==> config.mk <==
export PLATFORM = sky130hd
export DESIGN_NAME = fifo_queue_min_max_top
export DESIGN_NICKNAME = d
export VERILOG_FILES = /design/src/hdl/fqmm_pkg.sv /design/src/hdl/fqmm_cell.sv /design/src/hdl/fifo_queue_min_max_top.sv
export SDC_FILE = /design/constraint.sdc
export NUM_CORES = 1
export LEC_CHECK = 0
export BUFFER_PORTS_ARGS = -buffer_cell sky130_fd_sc_hd__buf_2
export CORE_MARGIN = 2
export CORE_UTILIZATION = 55
export CTS_CLUSTER_SIZE = 12
export DETAILED_ROUTE_END_ITERATION = 12
export PLACE_DENSITY = 0.71
export SYNTH_ARGS = -nofsm -noshare
export SYNTH_HDL_FRONTEND = slang
export SYNTH_SLANG_ARGS = --single-unit
==> constraint.sdc <==
create_clock -name clk -period 4.9 [get_ports clk]
set_clock_uncertainty 0.2 [all_clocks]
set_input_delay 0.49 -clock clk [delete_from_list [all_inputs] [get_ports clk]]
set_output_delay 0.49 -clock clk [all_outputs]
set_load 0.05 [all_outputs]
==> src/hdl/fqmm_pkg.sv <==
// Package with the shared types and codes of the byte queue with minimum and maximum report.
package fqmm_pkg;

    typedef enum logic [1:0] {
        S_IDLE,
        S_SCAN,
        S_DONE
    } state_t;

    localparam logic KIND_ENQ = 1'b0;
    localparam logic KIND_DEQ = 1'b1;

    localparam logic [1:0] STATUS_OK    = 2'd0;
    localparam logic [1:0] STATUS_EMPTY = 2'd1;
    localparam logic [1:0] STATUS_FULL  = 2'd2;

    localparam logic [7:0] BYTE_MIN = 8'h00;
    localparam logic [7:0] BYTE_MAX = 8'hFF;

    typedef struct packed {
        logic       push;
        logic       pop;
        logic [7:0] value;
    } cell_ctrl_t;

    typedef struct packed {
        logic [7:0] lo;
        logic [7:0] hi;
    } acc_t;

endpackage

==> src/hdl/fqmm_cell.sv <==
// One storage cell of the queue chain with its stage of the running minimum and maximum.
module fqmm_cell (
    input  logic                clk,
    input  fqmm_pkg::cell_ctrl_t ctrl,
    input  logic                held,
    input  logic                prev_held,
    input  logic [7:0]          next_data,
    input  fqmm_pkg::acc_t      acc_in,
    output logic [7:0]          data,
    output fqmm_pkg::acc_t      acc_out
);

    logic [7:0]     data_reg;
    logic [7:0]     data_next;
    fqmm_pkg::acc_t acc_reg;
    fqmm_pkg::acc_t acc_next;

    always_comb
    begin
        data_next = data_reg;
        if (ctrl.pop)
        begin
            data_next = next_data;
        end
        else if (ctrl.push && !held && prev_held)
        begin
            data_next = ctrl.value;
        end
    end

    always_comb
    begin
        acc_next = acc_in;
        if (held)
        begin
            if (data_reg < acc_in.lo)
            begin
                acc_next.lo = data_reg;
            end
            if (data_reg > acc_in.hi)
            begin
                acc_next.hi = data_reg;
            end
        end
    end

    always_ff @(posedge clk)
    begin
        data_reg <= data_next;
        acc_reg  <= acc_next;
    end

    assign data    = data_reg;
    assign acc_out = acc_reg;

endmodule

==> src/hdl/fifo_queue_min_max_top.sv <==
// Top level of the byte queue that reports the smallest and largest byte held.
//
// An operation word is taken at a rising edge where start is high and busy is
// low: kind selects enqueue at the tail or dequeue from the head, and value is
// the byte to enqueue. The bytes sit in a chain of QUEUE_DEPTH cells with the
// head in the first cell; a dequeue shifts every cell one place toward the head.
// Each cell also holds one stage of a running minimum and maximum that moves one
// cell per cycle, so the report over all held bytes is ready once the running
// values have passed through every cell of the chain.
// One result word follows each operation: done is high for exactly one cycle
// while status, popped_value, occupancy, is_empty, smallest and largest hold the
// result, in the S_DONE state that follows the S_SCAN walk. busy stays high
// until that cycle ends, so no new operation is taken before the result; the wait
// is set by the walk of the minimum and maximum down the cell chain.
// The receiver cannot stall; the result must be taken in its cycle.
// Reset empties the queue and returns the block to idle; the cell contents are
// left as they are and are never reported before being written.
module fifo_queue_min_max_top #(
    parameter int QUEUE_DEPTH = 16
) (
    input  logic       clk,
    input  logic       rst_n,
    input  logic       start,
    output logic       busy,
    input  logic       kind,
    input  logic [7:0] value,
    output logic       done,
    output logic [1:0] status,
    output logic [7:0] popped_value,
    output logic [4:0] occupancy,
    output logic       is_empty,
    output logic [7:0] smallest,
    output logic [7:0] largest
);

    localparam int CW = $clog2(QUEUE_DEPTH + 1);
    localparam int SW = $clog2(QUEUE_DEPTH);

    fqmm_pkg::state_t     state_reg;
    fqmm_pkg::state_t     state_next;
    logic [CW-1:0]        count_reg;
    logic [CW-1:0]        count_next;
    logic [SW-1:0]        scan_reg;
    logic [SW-1:0]        scan_next;
    logic [1:0]           status_reg;
    logic [1:0]           status_next;
    logic [7:0]           popped_reg;
    logic [7:0]           popped_next;
    logic [CW+4:0]        count_ext;
    logic                 accept;
    logic                 full;
    logic                 empty;
    fqmm_pkg::cell_ctrl_t ctrl;
    logic [QUEUE_DEPTH-1:0] held;
    logic [7:0]           cell_data [QUEUE_DEPTH];
    fqmm_pkg::acc_t       cell_acc [QUEUE_DEPTH];
    fqmm_pkg::acc_t       acc_seed;

    assign accept = start && (state_reg == fqmm_pkg::S_IDLE);
    assign full   = (count_reg == CW'(QUEUE_DEPTH));
    assign empty  = (count_reg == '0);

    assign ctrl.push  = accept && (kind == fqmm_pkg::KIND_ENQ) && !full;
    assign ctrl.pop   = accept && (kind == fqmm_pkg::KIND_DEQ) && !empty;
    assign ctrl.value = value;

    assign acc_seed.lo = fqmm_pkg::BYTE_MAX;
    assign acc_seed.hi = fqmm_pkg::BYTE_MIN;

    genvar gi;
    generate
        for (gi = 0; gi < QUEUE_DEPTH; gi++)
        begin : g_cell
            logic           prev_held_w;
            logic [7:0]     next_data_w;
            fqmm_pkg::acc_t acc_in_w;

            assign held[gi] = (count_reg > CW'(gi));

            if (gi == 0)
            begin : g_first
                assign prev_held_w = 1'b1;
                assign acc_in_w    = acc_seed;
            end
            else
            begin : g_rest
                assign prev_held_w = held[gi-1];
                assign acc_in_w    = cell_acc[gi-1];
            end

            if (gi == QUEUE_DEPTH - 1)
            begin : g_last
                assign next_data_w = 8'h00;
            end
            else
            begin : g_inner
                assign next_data_w = cell_data[gi+1];
            end

            fqmm_cell u_cell (
                .clk       (clk),
                .ctrl      (ctrl),
                .held      (held[gi]),
                .prev_held (prev_held_w),
                .next_data (next_data_w),
                .acc_in    (acc_in_w),
                .data      (cell_data[gi]),
                .acc_out   (cell_acc[gi])
            );
        end
    endgenerate

    always_comb
    begin
        state_next  = state_reg;
        count_next  = count_reg;
        scan_next   = scan_reg;
        status_next = status_reg;
        popped_next = popped_reg;
        case (state_reg)
            fqmm_pkg::S_IDLE:
            begin
                if (accept)
                begin
                    scan_next   = '0;
                    state_next  = fqmm_pkg::S_SCAN;
                    status_next = fqmm_pkg::STATUS_OK;
                    popped_next = 8'h00;
                    if (kind == fqmm_pkg::KIND_ENQ)
                    begin
                        if (full)
                        begin
                            status_next = fqmm_pkg::STATUS_FULL;
                        end
                        else
                        begin
                            count_next = count_reg + CW'(1);
                        end
                    end
                    else
                    begin
                        if (empty)
                        begin
                            status_next = fqmm_pkg::STATUS_EMPTY;
                        end
                        else
                        begin
                            count_next  = count_reg - CW'(1);
                            popped_next = cell_data[0];
                        end
                    end
                end
            end
            fqmm_pkg::S_SCAN:
            begin
                scan_next = scan_reg + SW'(1);
                if (scan_reg == SW'(QUEUE_DEPTH - 1))
                begin
                    state_next = fqmm_pkg::S_DONE;
                end
            end
            fqmm_pkg::S_DONE:
            begin
                state_next = fqmm_pkg::S_IDLE;
            end
            default:
            begin
                state_next = fqmm_pkg::S_IDLE;
            end
        endcase
    end

    always_ff @(posedge clk or negedge rst_n)
    begin
        if (!rst_n)
        begin
            state_reg <= fqmm_pkg::S_IDLE;
            count_reg <= '0;
            scan_reg  <= '0;
        end
        else
        begin
            state_reg <= state_next;
            count_reg <= count_next;
            scan_reg  <= scan_next;
        end
    end

    always_ff @(posedge clk)
    begin
        status_reg <= status_next;
        popped_reg <= popped_next;
    end

    assign count_ext    = {5'b00000, count_reg};
    assign busy         = (state_reg != fqmm_pkg::S_IDLE);
    assign done         = (state_reg == fqmm_pkg::S_DONE);
    assign status       = status_reg;
    assign popped_value = popped_reg;
    assign occupancy    = count_ext[4:0];
    assign is_empty     = empty;
    assign smallest     = empty ? 8'h00 : cell_acc[QUEUE_DEPTH-1].lo;
    assign largest      = empty ? 8'h00 : cell_acc[QUEUE_DEPTH-1].hi;

    a_done_single: assert property (@(posedge clk) disable iff (!rst_n)
        done |=> !done)
        else $error("Result strobe lasted more than one cycle.");

    a_accept_busy: assert property (@(posedge clk) disable iff (!rst_n)
        (start && !busy) |=> busy)
        else $error("Accepted word did not raise busy.");

    a_pop_count: assert property (@(posedge clk) disable iff (!rst_n)
        (start && !busy && kind == fqmm_pkg::KIND_DEQ && count_reg != '0)
        |=> (count_reg == $past(count_reg) - CW'(1)))
        else $error("Dequeue did not lower the count by one.");

    a_full_hold: assert property (@(posedge clk) disable iff (!rst_n)
        (start && !busy && kind == fqmm_pkg::KIND_ENQ && full)
        |=> (count_reg == $past(count_reg)))
        else $error("Enqueue on a full queue changed the count.");

    a_empty_report: assert property (@(posedge clk) disable iff (!rst_n)
        (done && is_empty) |-> (smallest == 8'h00 && largest == 8'h00))
        else $error("Empty queue reported a nonzero minimum or maximum.");

    a_count_bound: assert property (@(posedge clk) disable iff (!rst_n)
        count_reg <= CW'(QUEUE_DEPTH))
        else $error("Count exceeded the queue depth.");

endmodule
==> results.md, run 1 <==
* Outcome: complete, no violations
* Synth top area cells: dfxtp_1, edfxtp_1, ha_1
* Die W at 195 µm
* Number of port buffers at 45
* Largest net degree at the start of global routing at 124
* Hold depth at 3
* CP Data Arrival Time at 3.24 ns
* Residual DRC at 0
* Syn_nets at 2002
* DRT Pass-1 Iters at 5
* Post-route ant nets at 0
* CP Capture Type: primary output
* Most frequent cells in the layout: dfxtp_1, mux2_2, inv_1, ha_1, a21o_1
* Routability cong. at 0.875
* Fin. max-slew vios at 0
* Fin nets at 2055
* Mapped Area at 20200 µm²
* Max-cap violation count at 0
* Vias at 13234
* Syn_area_per_cell at 11.5 µm²
* Type of the worst setup path: flop to primary output
* Final Critical Period at 3.93 ns
* Total leakage power at 10.4 nW
* Post-synthesis sequential area ratio at 47.0%
* Setup TNS at 0 ns
* Postcts setup bufs at 0
* Std-Cell Core Area at 36300 µm²
* Vias in the first global route at 13899
* Post-synthesis adder-cell area fraction at 14.4%
* Post-synthesis register bit count at 405
* Startpoint of the worst hold path: value[2]
* Power Total at 14.9 mW
* Root buf cell: clkbuf_16
* Post-synth ARST share at 2.72%
* Die Ht at 195 µm
* # IOs at 46
* Number of flops mapped to enable cells by yosys at 130
* Hold Path End: g_cell[15].u_cell.data[2]$_SDFFE_PP0P_
* Largest family of logic cells by synthesized area: adder cells
* Max FFs per register at 256
* Post-synthesis compound-gate area fraction at 12.8%
* Share of post-route cells with drive strength above 1 at 20.8%
* Fmax at 0.255 GHz
* Initial antenna violation count at 0
* Drt wl/cell at 20.4 µm
* Final wirelength at 47200 µm
* Commonest non-fill, non-tap cell in the layout: dfxtp_1
* Simple-gate portion of the synthesized area at 6.31%
* Initial core utilization at 55.5%
* Final Hold Vio Count at 0
* Final worst-path cycle share at 80.1%
* TritonCTS Buffers at 43
* Yosys Warn Count at 0
* Worst skew pair latency at 0.56 ns
* Req. time, crit path at 4.21 ns
* Synth Instances at 1758
* Total grt overflow at 0
* Maximum VDD drop at 0.000752 V
* Worst R2R Setup Slack at 1.23 ns
* XOR/XNOR share of the synthesized area at 0.261%
* R2r worst-path depth at 5
* Main synth FF type: dfxtp_1
* Synth cell types at 59
* CTS sink cnt at 405
* RR Endpoint: g_cell[10].u_cell.data[0]$_DFFE_PP_
* CTS tree: built
* Pwr dens at 670 nW/µm²
* Die area at 38200 µm²
* Startpoint Class: flop
* Top-area cell type share of the netlist area at 26.2%
* Post-synthesis mux area share at 13.9%
* First-pass GRT wire length at 75700 µm
* Final Setup Violations at 0
* CP max FO at 20
* Max-Slew Margin vs Limit at 12.2%
* DP HPWL at 34500 µm
* Clock transition at the registers of the reported paths at 0.06 ns
* Cts repair resizes at 0
* 1st-iter DRT viols at 1076
* Unrepaired setup endpoints after global routing: no
* Least-Margin Pin Slew at 1.31 ns
* Row Count at 70
* Vias per Instance at 5.72
* Final Instance Area at 22200 µm²
* Placed cell areas at 20800 µm²
* Synth-to-layout area growth at 10.3%
* Fill count at 2854
* Synth area leader: dfxtp_1
* Worst hold path type: primary input to flop
* H-tree depth at 2
* Worst-case clock buffer depth at 3
* Origin of the critical flop-to-flop path: occupancy[4]$_DFFE_PN0P_
* # diodes at 0
* Hold-fix buffers, CTS at 4
* Overall routing resource usage at 25.2%
==> cells by family (layout without fill, tap and decap cells) <==
logic type | count (synthesis) | count (layout)
AOI/OAI and AO/OA | 351 | 351
xor gates and xnor gates | 6 | 6
adders and majority gates | 232 | 232
buffers and inverters | 278 | 364
DFF | 405 | 405
muxes | 250 | 250
and+or+nand+nor | 236 | 236
==> worst max-delay path by stage <==
stage                                                     end  slack, ns                     start  cells past startpoint
after floorplan                                    largest[7]       1.63  occupancy[0]$_DFFE_PN0P_                      7
after global placement    g_cell[10].u_cell.data[0]$_DFFE_PP_       1.51  occupancy[4]$_DFFE_PN0P_                      5
after detailed placement   g_cell[3].u_cell.data[0]$_DFFE_PP_       1.33  occupancy[4]$_DFFE_PN0P_                      5
after CTS                                            is_empty       1.00  occupancy[4]$_DFFE_PN0P_                      5
after global routing                              smallest[6]       0.73  occupancy[4]$_DFFE_PN0P_                      6
final                                                is_empty       0.97  occupancy[4]$_DFFE_PN0P_                      5
==> where the power goes <==
group	switching, mW	internal, mW
logic	3.13	2.76
clock network	1.30	1.97
registers	0.918	4.83
total	5.35	9.55
==> Yosys cell counts (29+ instances only) <==
| cell | number |
|---|---|
| nand2_1 | 29 |
| nor2_1 | 52 |
| mux2_2 | 239 |
| a21oi_1 | 61 |
| dfxtp_1 | 264 |
| ha_1 | 232 |
| inv_1 | 232 |
| nor2b_1 | 43 |
| nand4_1 | 32 |
| edfxtp_1 | 130 |
| a21o_1 | 135 |
| o21ai_0 | 39 |
==> worst max-delay path: stages (launching register included) <==
cell and delay [ns]:
dfrtp_1 0.57, nor2_2 0.53, nand3b_1 0.43, inv_1 0.50, buf_4 0.32, buf_2 0.30
==> per-layer routing <==
layer | global-route usage (%) | share of wire (%) | vias to the layer above
li1 | - | - | 6378
met1 | 33.7 | 47 | 6510
met2 | 41.9 | 47 | 264
met3 | 3.96 | 4.2 | 82
met4 | 8.62 | 2.5 | 0
met5 | 0 | 0 | -
==> metrics by stage <==
| stage | setup slack, ns | hold slack, ns | instances | util (%) |
|---|---|---|---|---|
| 5_1_grt | 0.733 | 0.0517 | 2312 | 61.2 |
| 3_3_place_gp | 1.51 | 0.198 | 2230 | 57.2 |
| 3_5_place_dp | 1.33 | 0.206 | 2230 | 57.2 |
| 4_1_cts | 1.00 | 0.0371 | 2312 | 61.2 |
| 2_1_floorplan | 1.63 | -0.00559 | 1758 | - |
| 6_report | 0.975 | 0.0559 | 2312 | 61.2 |
==> layout make-up <==
type	instances	area [µm²]	share of cell area, %
sequential	405	9460	42.6
clock inverter	8	140	0.630
timing repair buffer	53	295	1.33
multi-input combinational	1075	9610	43.2
clock buffer	70	1260	5.68
tap	468	586	2.63
inverter	233	875	3.93
Note: power is estimated with default switching activity, not from simulation.
==> run 2: changes to the inputs <==
==> constraint.sdc (replaced) <==
create_clock -name clk -period 4.1 [get_ports clk]
set_clock_uncertainty 0.2 [all_clocks]
set_input_delay 0.41 -clock clk [delete_from_list [all_inputs] [get_ports clk]]
set_output_delay 0.41 -clock clk [all_outputs]
set_load 0.05 [all_outputs]
==> results.md, run 2 (synthesized netlist as in run 1, its figures left out) <==
* Outcome: complete, no violations
* Root buf cell: clkbuf_16
* Total grt overflow at 0
* Maximum VDD drop at 0.000790 V
* Clock transition at the registers of the reported paths at 0.06 ns
* Type of the worst setup path: flop to flop
* Die W at 195 µm
* CP Data Arrival Time at 3.56 ns
* Final worst-path cycle share at 84.1%
* Req. time, crit path at 4.22 ns
* Worst hold path type: primary input to asynchronous set/reset pin
* Pwr dens at 796 nW/µm²
* Fill count at 2886
* Least-Margin Pin Slew at 1.26 ns
* Residual DRC at 0
* Seq. cell area at 9460 µm²
* Std-Cell Core Area at 36300 µm²
* Unrepaired setup endpoints after global routing: no
* First-pass GRT wire length at 74000 µm
* Drt wl/cell at 20.0 µm
* Worst skew pair latency at 0.57 ns
* Largest net degree at the start of global routing at 67
* Max-Slew Margin vs Limit at 15.4%
* Most frequent cells in the layout: dfxtp_1, mux2_2, inv_1, ha_1, a21o_1
* Final Critical Period at 3.45 ns
* TritonCTS Buffers at 44
* # diodes at 0
* Final std cells w/o fill at 2330
* CP max FO at 22
* Initial core utilization at 55.5%
* Cts repair resizes at 0
* Number of port buffers at 45
* Vias at 13351
* Setup TNS at 0 ns
* Startpoint Class: flop
* DP HPWL at 33900 µm
* Routability cong. at 0.878
* Initial antenna violation count at 0
* Share of post-route cells with drive strength above 1 at 21.4%
* Fmax at 0.290 GHz
* Die Ht at 195 µm
* 1st-iter DRT viols at 981
* DRT Pass-1 Iters at 5
* CTS sink cnt at 405
* Post-route ant nets at 0
* Total leakage power at 10.5 nW
* Fin. max-slew vios at 0
* Overall routing resource usage at 24.8%
* Final Setup Violations at 0
* Max FFs per register at 256
* Commonest non-fill, non-tap cell in the layout: dfxtp_1
* Die area at 38200 µm²
* Max-cap violation count at 0
* CP Capture Type: flop
* Fin nets at 2072
* Placed insts at 2241
* H-tree depth at 2
* CTS tree: built
* Row Count at 70
* Vias in the first global route at 13411
* Synth-to-layout area growth at 11.2%
* Final wirelength at 46600 µm
* # IOs at 46
* Final Hold Vio Count at 0
* Vias per Instance at 5.73
* Area of the multi-input gates at 9610 µm²
* Worst-case clock buffer depth at 3
-- run 2: cell types whose count changed in the layout (fill, tap and decap cells not counted), sizes merged --
cell / before / now
clkbuf: 70 / 68
inv: 233 / 235
dlygate4sd3: 4 / 9
buf: 49 / 60
clkinv: 3 / 5
-- run 2: metrics by stage --
stage	setup WS [ns]	instance area [µm²]	power [mW]	hold slack, ns	utilization (%)
2_1_floorplan	0.907	20200	12.0	-0.0856	-
3_3_place_gp	0.822	20900	13.6	0.116	57.5
4_1_cts	0.713	22400	17.9	0.0515	61.7
6_report	0.653	22400	17.8	0.0685	61.7
3_5_place_dp	0.779	20900	13.9	0.121	57.5
5_1_grt	0.459	22400	19.0	0.0838	61.7
-- run 2: metal layers --
| layer | global-route usage [%] | vias to the layer above | part of all wire (%) |
|---|---|---|---|
| li1 | - | 6427 | - |
| met1 | 33.5 | 6506 | 46 |
| met2 | 40.5 | 321 | 46 |
| met3 | 4.35 | 97 | 5.4 |
| met4 | 8.17 | 0 | 2.6 |
| met5 | 0 | - | 0 |
-- run 2: path summary, 6_finish.rpt --
path	slack, ns	startpoint	cells past startpoint	endpoint
min in group clk	0.09	kind	2	status[0]$_SDFFCE_PN0P_
hold reg to reg	0.28	g_cell[4].u_cell.acc_out[14]$_DFF_P_	1	g_cell[5].u_cell.acc_out[14]$_DFF_P_
setup / recovery	0.65	occupancy[0]$_DFFE_PN0P_	6	g_cell[3].u_cell.data[7]$_DFFE_PP_
max in group asynchronous	3.38	rst_n	2	scan_reg[3]$_DFFE_PN0P_
setup reg to reg	0.65	occupancy[0]$_DFFE_PN0P_	6	g_cell[3].u_cell.data[7]$_DFFE_PP_
hold / removal	0.07	rst_n	2	occupancy[2]$_DFFE_PN0P_
-- run 2: critical path: stages (launching register included) --
cell and delay (ns):
dfrtp_1 0.52, inv_1 0.19, ha_1 0.25, nand3b_1 0.33, nand3_1 0.67, and2_1 0.74
a21o_1 0.30
-- run 2: final cells by class --
class,count,share of cell area [%]
multi-input cells,1075,42.9
flip-flops and latches,405,42.2
clock buffers,68,5.65
inverters,233,3.90
well taps,468,2.61
repair buffers,69,1.97
clock inverters,12,0.743
-- run 2: power by group --
part           switching [mW]  total [mW]  leakage (nW)  internal (mW)
Sequential               1.09        6.86          3.53           5.77
Clock                    1.57        3.95         0.693           2.37
Combinational            3.70        7.04          6.23           3.33
Total                    6.37        17.8          10.5           11.5
-- run 2: repair_timing --
action | 4_1_cts | 5_1_grt
buffers inserted | 0 | 0
hold buffers | 9 | 0
endpoints found under the hold margin | 19 | 0
